### config.mk
export PLATFORM = sky130hd
export DESIGN_NAME = hpq_ctrl
export DESIGN_NICKNAME = d
export VERILOG_FILES = /design/src/sv/hpq_pkg.sv /design/src/sv/hpq_ctrl.sv
export SDC_FILE = /design/constraint.sdc
export NUM_CORES = 1
export LEC_CHECK = 0
export BUFFER_PORTS_ARGS = -buffer_cell sky130_fd_sc_hd__buf_2
export CAP_MARGIN = 20
export CORE_ASPECT_RATIO = 0.9
export CORE_MARGIN = 10
export CORE_UTILIZATION = 50
export CTS_CLUSTER_SIZE = 24
export DETAILED_ROUTE_END_ITERATION = 6
export MAX_ROUTING_LAYER = met4
export PLACE_DENSITY = 0.74
export SETUP_SLACK_MARGIN = 0.5
export SYNTH_ARGS = -nofsm -noshare
export SYNTH_HDL_FRONTEND = slang
export SYNTH_SLANG_ARGS = --single-unit
### constraint.sdc
create_clock -name clock -period 6.9 [get_ports clock]
set_input_delay 0.69 -clock clock [delete_from_list [all_inputs] [get_ports clock]]
set_output_delay 0.69 -clock clock [all_outputs]
set_load 0.01 [all_outputs]
### src/sv/hpq_pkg.sv
// Shared types, sizes and codes for the binary max-heap priority queue.
package hpq_pkg;

   // Heap storage geometry.
   localparam int DEPTH        = 64;
   localparam int IDX_W        = $clog2(DEPTH);
   localparam int CNT_W        = $clog2(DEPTH + 1);
   localparam int CHILD_W      = IDX_W + 2;
   localparam int PRIORITY_W   = 16;
   localparam int PAYLOAD_W    = 32;
   localparam int CAP_W        = 7;
   localparam int STATUS_W     = 2;
   localparam int OCC_W        = 7;

   localparam logic [CAP_W-1:0] CAP_RESET = CAP_W'(64);

   // Command codes.
   localparam logic CMD_INSERT = 1'b0;
   localparam logic CMD_REMOVE = 1'b1;

   // Status codes.
   localparam logic [STATUS_W-1:0] STAT_OK    = 2'd0;
   localparam logic [STATUS_W-1:0] STAT_FULL  = 2'd1;
   localparam logic [STATUS_W-1:0] STAT_EMPTY = 2'd2;

   // Request word.
   typedef struct packed {
      logic                  cmd;
      logic [PRIORITY_W-1:0] priority_req;
      logic [PAYLOAD_W-1:0]  payload;
   } req_type;

   // Response word.
   typedef struct packed {
      logic [STATUS_W-1:0]   status;
      logic [PRIORITY_W-1:0] out_priority;
      logic [PAYLOAD_W-1:0]  out_payload;
      logic [OCC_W-1:0]      occupancy;
   } rsp_type;

   // One heap slot.
   typedef struct packed {
      logic [PRIORITY_W-1:0] pri;
      logic [PAYLOAD_W-1:0]  pay;
   } entry_type;

   // Access from the sequencer to the heap store.
   typedef struct packed {
      logic                 wr_en;
      logic [IDX_W-1:0]     wr_addr;
      entry_type            wr_data;
      logic [IDX_W-1:0]     rd_addr0;
      logic [IDX_W-1:0]     rd_addr1;
   } mem_req_type;

   // Sequencer states.
   typedef enum logic [2:0] {
      ST_IDLE,
      ST_RM_LOAD,
      ST_UP_READ,
      ST_UP_SWAP,
      ST_DN_READ,
      ST_DN_PICK,
      ST_DN_SWAP,
      ST_DONE
   } state_type;

endpackage

### src/sv/hpq_ctrl.sv
// Sift sequencer with the single shared priority comparator.
module hpq_ctrl (
   input  logic                    clock,
   input  logic                    reset,
   input  logic                    start,
   input  hpq_pkg::req_type        item,
   input  logic [hpq_pkg::CAP_W-1:0] cap_limit,
   input  logic                    res_take,
   output logic                    busy,
   output logic                    res_valid,
   output hpq_pkg::rsp_type        result,
   output hpq_pkg::mem_req_type    mem_req,
   input  hpq_pkg::entry_type      rd_data0,
   input  hpq_pkg::entry_type      rd_data1
);
   import hpq_pkg::*;

   state_type              state_ff, state_in;
   logic [IDX_W-1:0]       pos_ff, pos_in;
   logic [CNT_W-1:0]       count_ff, count_in;
   entry_type              hold_ff, hold_in;
   entry_type              child_ff, child_in;
   logic [IDX_W-1:0]       child_idx_ff, child_idx_in;
   logic [STATUS_W-1:0]    status_ff, status_in;
   entry_type              out_ent_ff, out_ent_in;

   logic [CNT_W-1:0]       eff_limit;
   logic                   is_full;
   logic [IDX_W-1:0]       pos_m1;
   logic [IDX_W-1:0]       parent;
   logic [CHILD_W-1:0]     left_w;
   logic [CHILD_W-1:0]     right_w;
   logic                   left_ok;
   logic                   right_ok;
   logic [PRIORITY_W-1:0]  cmp_a;
   logic [PRIORITY_W-1:0]  cmp_b;
   logic                   cmp_gt;

   // Effective limit is the register clamped to the slot count.
   always_comb begin
      if (cap_limit > CAP_W'(DEPTH)) begin
         eff_limit = CNT_W'(DEPTH);
      end else begin
         eff_limit = CNT_W'(cap_limit);
      end
   end
   assign is_full = (count_ff >= eff_limit);

   // Tree index arithmetic around the current hole.
   assign pos_m1   = pos_ff - IDX_W'(1);
   assign parent   = {1'b0, pos_m1[IDX_W-1:1]};
   assign left_w   = {1'b0, pos_ff, 1'b1};
   assign right_w  = left_w + CHILD_W'(1);
   assign left_ok  = (left_w < CHILD_W'(count_ff));
   assign right_ok = (right_w < CHILD_W'(count_ff));

   // The one comparator; its operands follow the sequencer state.
   always_comb begin
      case (state_ff)
         ST_UP_SWAP: begin
            cmp_a = hold_ff.pri;
            cmp_b = rd_data0.pri;
         end
         ST_DN_PICK: begin
            cmp_a = rd_data1.pri;
            cmp_b = rd_data0.pri;
         end
         ST_DN_SWAP: begin
            cmp_a = child_ff.pri;
            cmp_b = hold_ff.pri;
         end
         default: begin
            cmp_a = hold_ff.pri;
            cmp_b = rd_data0.pri;
         end
      endcase
   end
   assign cmp_gt = (cmp_a > cmp_b);

   // Next state.
   always_comb begin
      state_in = state_ff;
      case (state_ff)
         ST_IDLE: begin
            if (start) begin
               if (item.cmd == CMD_INSERT) begin
                  state_in = is_full ? ST_DONE : ST_UP_READ;
               end else begin
                  state_in = (count_ff == '0) ? ST_DONE : ST_RM_LOAD;
               end
            end
         end
         ST_RM_LOAD: state_in = ST_DN_READ;
         ST_UP_READ: state_in = (pos_ff == '0) ? ST_DONE : ST_UP_SWAP;
         ST_UP_SWAP: state_in = cmp_gt ? ST_UP_READ : ST_DONE;
         ST_DN_READ: state_in = left_ok ? ST_DN_PICK : ST_DONE;
         ST_DN_PICK: state_in = ST_DN_SWAP;
         ST_DN_SWAP: state_in = cmp_gt ? ST_DN_READ : ST_DONE;
         ST_DONE: begin
            if (res_take) begin
               state_in = ST_IDLE;
            end
         end
         default: state_in = ST_IDLE;
      endcase
   end

   // Datapath updates and memory access for each state.
   always_comb begin
      pos_in           = pos_ff;
      count_in         = count_ff;
      hold_in          = hold_ff;
      child_in         = child_ff;
      child_idx_in     = child_idx_ff;
      status_in        = status_ff;
      out_ent_in       = out_ent_ff;
      mem_req.wr_en    = 1'b0;
      mem_req.wr_addr  = pos_ff;
      mem_req.wr_data  = hold_ff;
      mem_req.rd_addr0 = parent;
      mem_req.rd_addr1 = right_w[IDX_W-1:0];
      case (state_ff)
         ST_IDLE: begin
            if (start) begin
               out_ent_in = '0;
               if (item.cmd == CMD_INSERT) begin
                  if (is_full) begin
                     status_in = STAT_FULL;
                  end else begin
                     status_in   = STAT_OK;
                     hold_in.pri = item.priority_req;
                     hold_in.pay = item.payload;
                     pos_in      = count_ff[IDX_W-1:0];
                     count_in    = count_ff + CNT_W'(1);
                  end
               end else begin
                  if (count_ff == '0) begin
                     status_in = STAT_EMPTY;
                  end else begin
                     // Fetch the root and the last entry together.
                     status_in        = STAT_OK;
                     count_in         = count_ff - CNT_W'(1);
                     mem_req.rd_addr0 = '0;
                     mem_req.rd_addr1 = pos_m1;
                  end
               end
               if (item.cmd == CMD_REMOVE && count_ff != '0) begin
                  mem_req.rd_addr1 = CNT_W'(count_ff - CNT_W'(1)) >= CNT_W'(DEPTH) ?
                                     '0 : IDX_W'(count_ff - CNT_W'(1));
               end
            end
         end
         ST_RM_LOAD: begin
            out_ent_in = rd_data0;
            hold_in    = rd_data1;
            pos_in     = '0;
         end
         ST_UP_READ: begin
            // At the root the moving entry settles.
            if (pos_ff == '0) begin
               mem_req.wr_en = 1'b1;
            end
            mem_req.rd_addr0 = parent;
         end
         ST_UP_SWAP: begin
            mem_req.wr_en = 1'b1;
            if (cmp_gt) begin
               mem_req.wr_data = rd_data0;
               pos_in          = parent;
            end
         end
         ST_DN_READ: begin
            if (!left_ok) begin
               mem_req.wr_en = 1'b1;
            end
            mem_req.rd_addr0 = left_w[IDX_W-1:0];
            mem_req.rd_addr1 = right_w[IDX_W-1:0];
         end
         ST_DN_PICK: begin
            // Right child wins only when present and strictly greater.
            if (right_ok && cmp_gt) begin
               child_in     = rd_data1;
               child_idx_in = right_w[IDX_W-1:0];
            end else begin
               child_in     = rd_data0;
               child_idx_in = left_w[IDX_W-1:0];
            end
         end
         ST_DN_SWAP: begin
            mem_req.wr_en = 1'b1;
            if (cmp_gt) begin
               mem_req.wr_data = child_ff;
               pos_in          = child_idx_ff;
            end
         end
         default: begin
         end
      endcase
   end

   // Control registers.
   always_ff @(posedge clock) begin
      if (reset) begin
         state_ff <= ST_IDLE;
         count_ff <= '0;
      end else begin
         state_ff <= state_in;
         count_ff <= count_in;
      end
   end

   // Working registers.
   always_ff @(posedge clock) begin
      pos_ff       <= pos_in;
      hold_ff      <= hold_in;
      child_ff     <= child_in;
      child_idx_ff <= child_idx_in;
      status_ff    <= status_in;
      out_ent_ff   <= out_ent_in;
   end

   assign busy                = (state_ff != ST_IDLE);
   assign res_valid           = (state_ff == ST_DONE);
   assign result.status       = status_ff;
   assign result.out_priority = out_ent_ff.pri;
   assign result.out_payload  = out_ent_ff.pay;
   assign result.occupancy    = OCC_W'(count_ff);

endmodule
# [Word-level counts from Yosys, hierarchy flattened]
# Cells that the tools add are included.
[op_classes] add_sub_neg=4 mux=46 mul=0 n_reduce_logical=16 n_div=0 shift=0 n_bitwise=0 order_cmp=6 n_eq_ne=15
[ops] cell="$mux 48" count=7
[ops] cell="$pmux 48 s2" count=3
[ops] cell="$mux 6" count=9
[ops] cell="$mux 11" count=3
[ops] cell="$pmux 16 s2" count=1
[ops] cell="$mux 7" count=4
[ops] cell="$pmux 3 s8" count=1
[ops] cell="$pmux 6 s4" count=1
[ops] cell="$mux 3" count=7
[ops] cell="$gt 16x16->1" count=1
[ops] cell="$mux 16" count=1
[ops] cell="$ne 2x2->1 const B" count=8
[ops] cell="$eq 3x3->1 const B" count=4
[ops] cell="$pmux 6 s2" count=1
[ops] cell="$add 7x1->8 const B" count=1
[ops] cell="$lt 8x7->1" count=1
[ops] cell="$mux 2" count=4
[ops] cell="$reduce_and 4->1" count=2
[ops] cell="$add 7x1->7 const B" count=1
[ops] cell="$ge 7x7->1" count=1
[ops] cell="$ge 7x7->1 const B" count=1
[ops] cell="$gt 7x7->1 const B" count=1
[ops] cell="$logic_not 7->1" count=1
[ops] cell="$lt 7x7->1" count=1
[ops] cell="other kinds (16)" count=22
[totals] wordCells=99 memories=0 ramBits=0 latchBits=0 rom_bits=0 reg_bits=168

# [Depth between registers and ports, before layout]
[depth] word_depth=7 depth_mapped=17 ltp_nobuf=12

# [Worst setup path after synthesis]
# OpenSTA, ideal clock, no wires.
[synth_path] path_kind="flip-flop to output port" from="reg state_ff[0]" to="out mem_req[12] in the netlist's numbering" path_stages_with_launch=16 path_slack_ns=1.523 arrival_ns=4.687 n_path_buf=4 path_cell_list="dfxtp_1 buf_2 inv_2 buf_2 nor3b_2 clkbuf_1 a22oi_1 nand2_1 ha_1 a21oi_1 o21ai_0 a221oi_2 a21o_1 nor2b_2 buf_6 a221o_1"
[synth_rtl] item="from (decl)" line="hpq_ctrl.sv:18" source="state_type state_ff, state_in;"
[synth_rtl] item="from (signal assigned)" line="hpq_ctrl.sv:207" source="state_ff <= state_in;"
[synth_rtl] item="to (decl)" line="hpq_ctrl.sv:12" source="output hpq_pkg::mem_req_type mem_req,"

==> results.py <==
metrics = {
    "worst_setup_path": {
        "cp_max_fo": 31,
        "path_cells": "nor2b_1 > and2_2 > buf_4 > a22oi_1 > nand2_1 > ha_1 > a21oi_1 > o21ai_0 > a221oi_2 > a21o_2 > nor2b_2 > buf_4 > a221o_1 > buf_2",
        "critPathRequiredTime_ps": 6210,
        "rr_endpoint": "child_ff[21]",
        "slowest_stage": "dfxtp_1",
        "startpoint_type": "flop",
        "crit_path_end_kind": "output pin",
        "reg2reg_depth": 13,
        "r2r-start": "state_ff[1]",
        "ff2ff_setup_slack_ps": 1740,
        "cpMostUsedCell": "buf_4",
        "arrival_ps": 5290,
        "cp_slowest_stage_delay_ps": 710,
        "crit_type": "flop to output pin",
    },
    "floorplanning": {
        "die_h_um": 153,
        "dieArea_sq_um": 25700,
        "die_x_um": 168,
        "ios": 282,
        "fp.coreArea_sq_um": 19300,
        "initial_core_util_pct": 51.0,
        "fp-row-count": 48,
    },
    "grt": {
        "overflow": 0,
        "gr-max-usage-layer": "met2",
        "use_met1_pct": 28.1,
        "grt_pass1_wl_um": 45600,
        "grt_max_degree": 98,
        "use_met2_pct": 35.4,
        "grt_antenna_before_repair": 5,
        "grt_use_met3_pct": 6.33,
        "grt_pass1_vias": 8127,
        "gr-usage-all-layers_pct": 22.7,
    },
    "logic_synthesis": {
        "syn_nets": 1117,
        "synthSimpleGateAreaFrac_pct": 18.6,
        "synth-seq-area-share_pct": 50.3,
        "ys.warnings.count": 0,
        "synth_xor_area_share_pct": 1.51,
        "synthCells": 921,
        "avgSynthCellArea_sq_um": 10.7,
        "ys.flop_type": "edfxtp_1",
        "synth-compound-area-share_pct": 13.0,
        "yosysUniqueCellTypes": 58,
        "ys_ff_latch": 168,
        "netlist_area_sq_um": 9830,
        "synth_top_family_by_area": "simple AND/OR/NAND/NOR gates",
        "synthArstFlopShare_pct": 0,
        "muxShareOfSynthArea_pct": 7.24,
        "synthAdderAreaFrac_pct": 5.09,
        "synth_edf_count": 158,
    },
    "power_and_ir_drop": {
        "p_clk_share_pct": 17.6,
        "pwr-share-seq_pct": 33.5,
        "combPwrFrac_pct": 48.9,
        "p_leak_nw": 5.08,
        "power.total_mw": 5.53,
        "switching_power_mw": 2.27,
        "p_int_mw": 3.26,
        "p_per_area_nw_per_um2": 464,
        "peakVddDrop_v": 0.000354,
        "switching_share_pct": 41.1,
    },
    "cells_and_area": {
        "area_delta_synth_final_pct": 21.1,
        "multi_input_area_sq_um": 4500,
        "regArea_sq_um": 4940,
        "fillerInstances": 1665,
        "nNetsFinal": 1362,
        "drive_gt1_share_pct": 33.1,
    },
    "sta": {
        "tightestPinTransition_ps": 1050,
        "fmax_ghz": 0.167,
        "tns_ps": 0,
        "fin_worst_skew_ps": 14.3,
        "holdWs_ps": 517,
        "period_share_pct": 86.7,
        "relSlewSlack_pct": 29.5,
        "final_hold_viol_count": 0,
        "grt_setup_unrepaired": "no",
        "setup_viol": 0,
        "period_needed_ps": 5980,
        "maxSlewViolCount": 0,
    },
    "clocking": {
        "cts_buffer_depth": 2,
        "cts_made_buffers": 17,
        "hold_buffers": 0,
        "clock_latency_ps": 430,
        "cts_root_buf": "clkbuf_16",
        "cts_max_level": 4,
        "cts_tree": "done",
        "clock-sinks": 168,
        "clkTransAtPathRegs_ps": 70,
    },
    "place": {
        "place_congestion": 0.880,
        "portBuffers": 281,
        "hpwl_um": 21000,
    },
    "hold_path": {
        "hold_path.class": "input pin to flop",
        "worstHoldStart": "item[7]",
        "hold_end": "hold_ff[7]",
        "min_path_cells": 3,
    },
    "outcome": {
        "outcome": "finished, final reports clean",
    },
    "routing": {
        "drt_first_pass_iters": 5,
        "wl_per_cell_um": 20.4,
        "wirelength_um": 29300,
        "drt_iter0_markers": 824,
        "detail-route-antenna-nets": 0,
        "num_vias": 8102,
        "drc": 0,
        "avgViaCountPerCell": 5.65,
    },
    "job": {
        "drv_cap": 0,
    },
}
placed cells by master, fill, tap and decap left out, types with 5 or more instances in the layout:
cell type,netlist,routed
buf_2,23,281
nand2_1,214,213
edfxtp_1,158,158
and2_1,51,50
mux2_2,49,49
ha_1,40,40
nor2b_1,38,37
a22oi_1,34,34
a221o_1,31,31
a21oi_1,23,23
nor2_1,20,20
o21ai_0,18,18
o2bb2ai_1,17,17
clkbuf_16,0,17
mux2i_1,16,16
nand3_1,15,15
inv_1,15,15
nor3_1,10,10
xnor2_1,10,10
dfxtp_1,10,10
buf_4,0,10
nand4_1,8,8
a31oi_1,8,8
and3_1,7,7
xor2_1,7,7
diode_2,0,6
or3_1,7,6
a22o_1,5,5
a221oi_1,5,5
state kept, by name, summed over array words and instances, names as in the netlist:
name	count
child_ff	48
hold_ff	48
result	48
count_ff	7
child_idx_ff	6
pos_ff	6
state_ff	3
status_ff	2
through the flow:
| stage | cell area, sq um | setup WS (ps) | std cells | util, % |
|---|---|---|---|---|
| 2_1_floorplan | 9830 | 1520 | 921 | - |
| 3_3_place_gp | 11300 | 1270 | 1397 | 58.6 |
| 3_5_place_dp | 11300 | 950 | 1397 | 58.6 |
| 4_1_cts | 11900 | 751 | 1429 | 61.7 |
| 5_1_grt | 11900 | 535 | 1434 | 61.8 |
| 6_report | 11900 | 916 | 1435 | 61.8 |
area by class of cell:
| type | count | share of cell area (%) |
|---|---|---|
| repair buffers | 291 | 12.4 |
| clock inverters | 14 | 1.38 |
| multi-input cells | 671 | 37.8 |
| clock buffers | 18 | 3.60 |
| inverters | 17 | 0.536 |
| well taps | 250 | 2.63 |
| flip-flops and latches | 168 | 41.5 |
| diodes | 6 | 0.126 |
cell usage after synthesis, types with 2 or more instances:
cell	number	share of area, %
a211o_1	2	0.18
a211oi_1	3	0.23
a21o_1	2	0.15
a21oi_1	23	1.2
a221o_1	31	3.2
a221oi_1	5	0.45
a22o_1	5	0.45
a22oi_1	34	2.6
a31oi_1	8	0.51
and2_0	2	0.13
and2_1	51	3.2
and3_1	7	0.45
buf_2	23	1.2
buf_6	11	1.3
clkbuf_1	30	1.1
dfxtp_1	10	2.0
edfxtp_1	158	48
ha_1	40	5.1
inv_1	15	0.57
inv_2	2	0.076
mux2_2	49	5.6
mux2i_1	16	1.6
nand2_1	214	8.2
nand3_1	15	0.76
nand4_1	8	0.51
nor2_1	20	0.76
nor2b_1	38	2.4
nor3_1	10	0.51
o211ai_1	2	0.15
o21a_1	2	0.15
o21ai_0	18	0.92
o2bb2ai_1	17	1.5
o31ai_1	3	0.23
or2_2	2	0.13
or3_1	7	0.45
xnor2_1	10	0.89
xor2_1	7	0.62
per-layer routing:
metal | vias up | wire length (um)
met1 | 3817 | 12100
met3 | 46 | 2660
met2 | 370 | 14000
met4 | 0 | 590
li1 | 3869 | -
met5 | - | 0
repair_timing:
action                                 4_1_cts  5_1_grt
gates resized for setup                      1        1
gates cloned                                 0        0
endpoints found under the hold margin        0        0
setup endpoints to repair                    1       17
buffers inserted                             0        0
power by group through the flow:
stage,Combinational [mW],Sequential [mW],Clock (mW)
CTS,2.73,1.85,0.985
global placement,2.65,1.86,0
global route,2.99,1.89,1.03
finish,2.70,1.85,0.973
detailed placement,2.71,1.87,0
floorplan,1.83,1.85,0
cell families (layout without fill, tap and decap cells):
kind of cell	Yosys count	after routing
other	0	6
muxes	65	65
and+or+nand+nor	385	385
AOI/OAI and AO/OA	164	164
xor gates and xnor gates	17	17
adders and majority gates	40	40
buffers and inverters	82	340
DFF	168	168
how the worst max path moves through the flow:
stage,slack [ps],from,endpoint,cells after the start
2_1_floorplan,1520,state_ff[0],mem_req[12],15
3_3_place_gp,1270,state_ff[1],mem_req[49],13
3_5_place_dp,950,state_ff[1],mem_req[59],13
4_1_cts,750,state_ff[1],mem_req[59],13
5_1_grt,540,state_ff[1],mem_req[42],13
6_report,920,state_ff[1],mem_req[41],14
worst max-delay path, delay by kind of cell (launching register included):
kind	cells	cell delay, ps
compound gates	6	1800
simple gates	4	1230
buf+inv	3	840
flops	1	710
fa+ha+maj	1	250
Power figures use the tool's default switching activity.
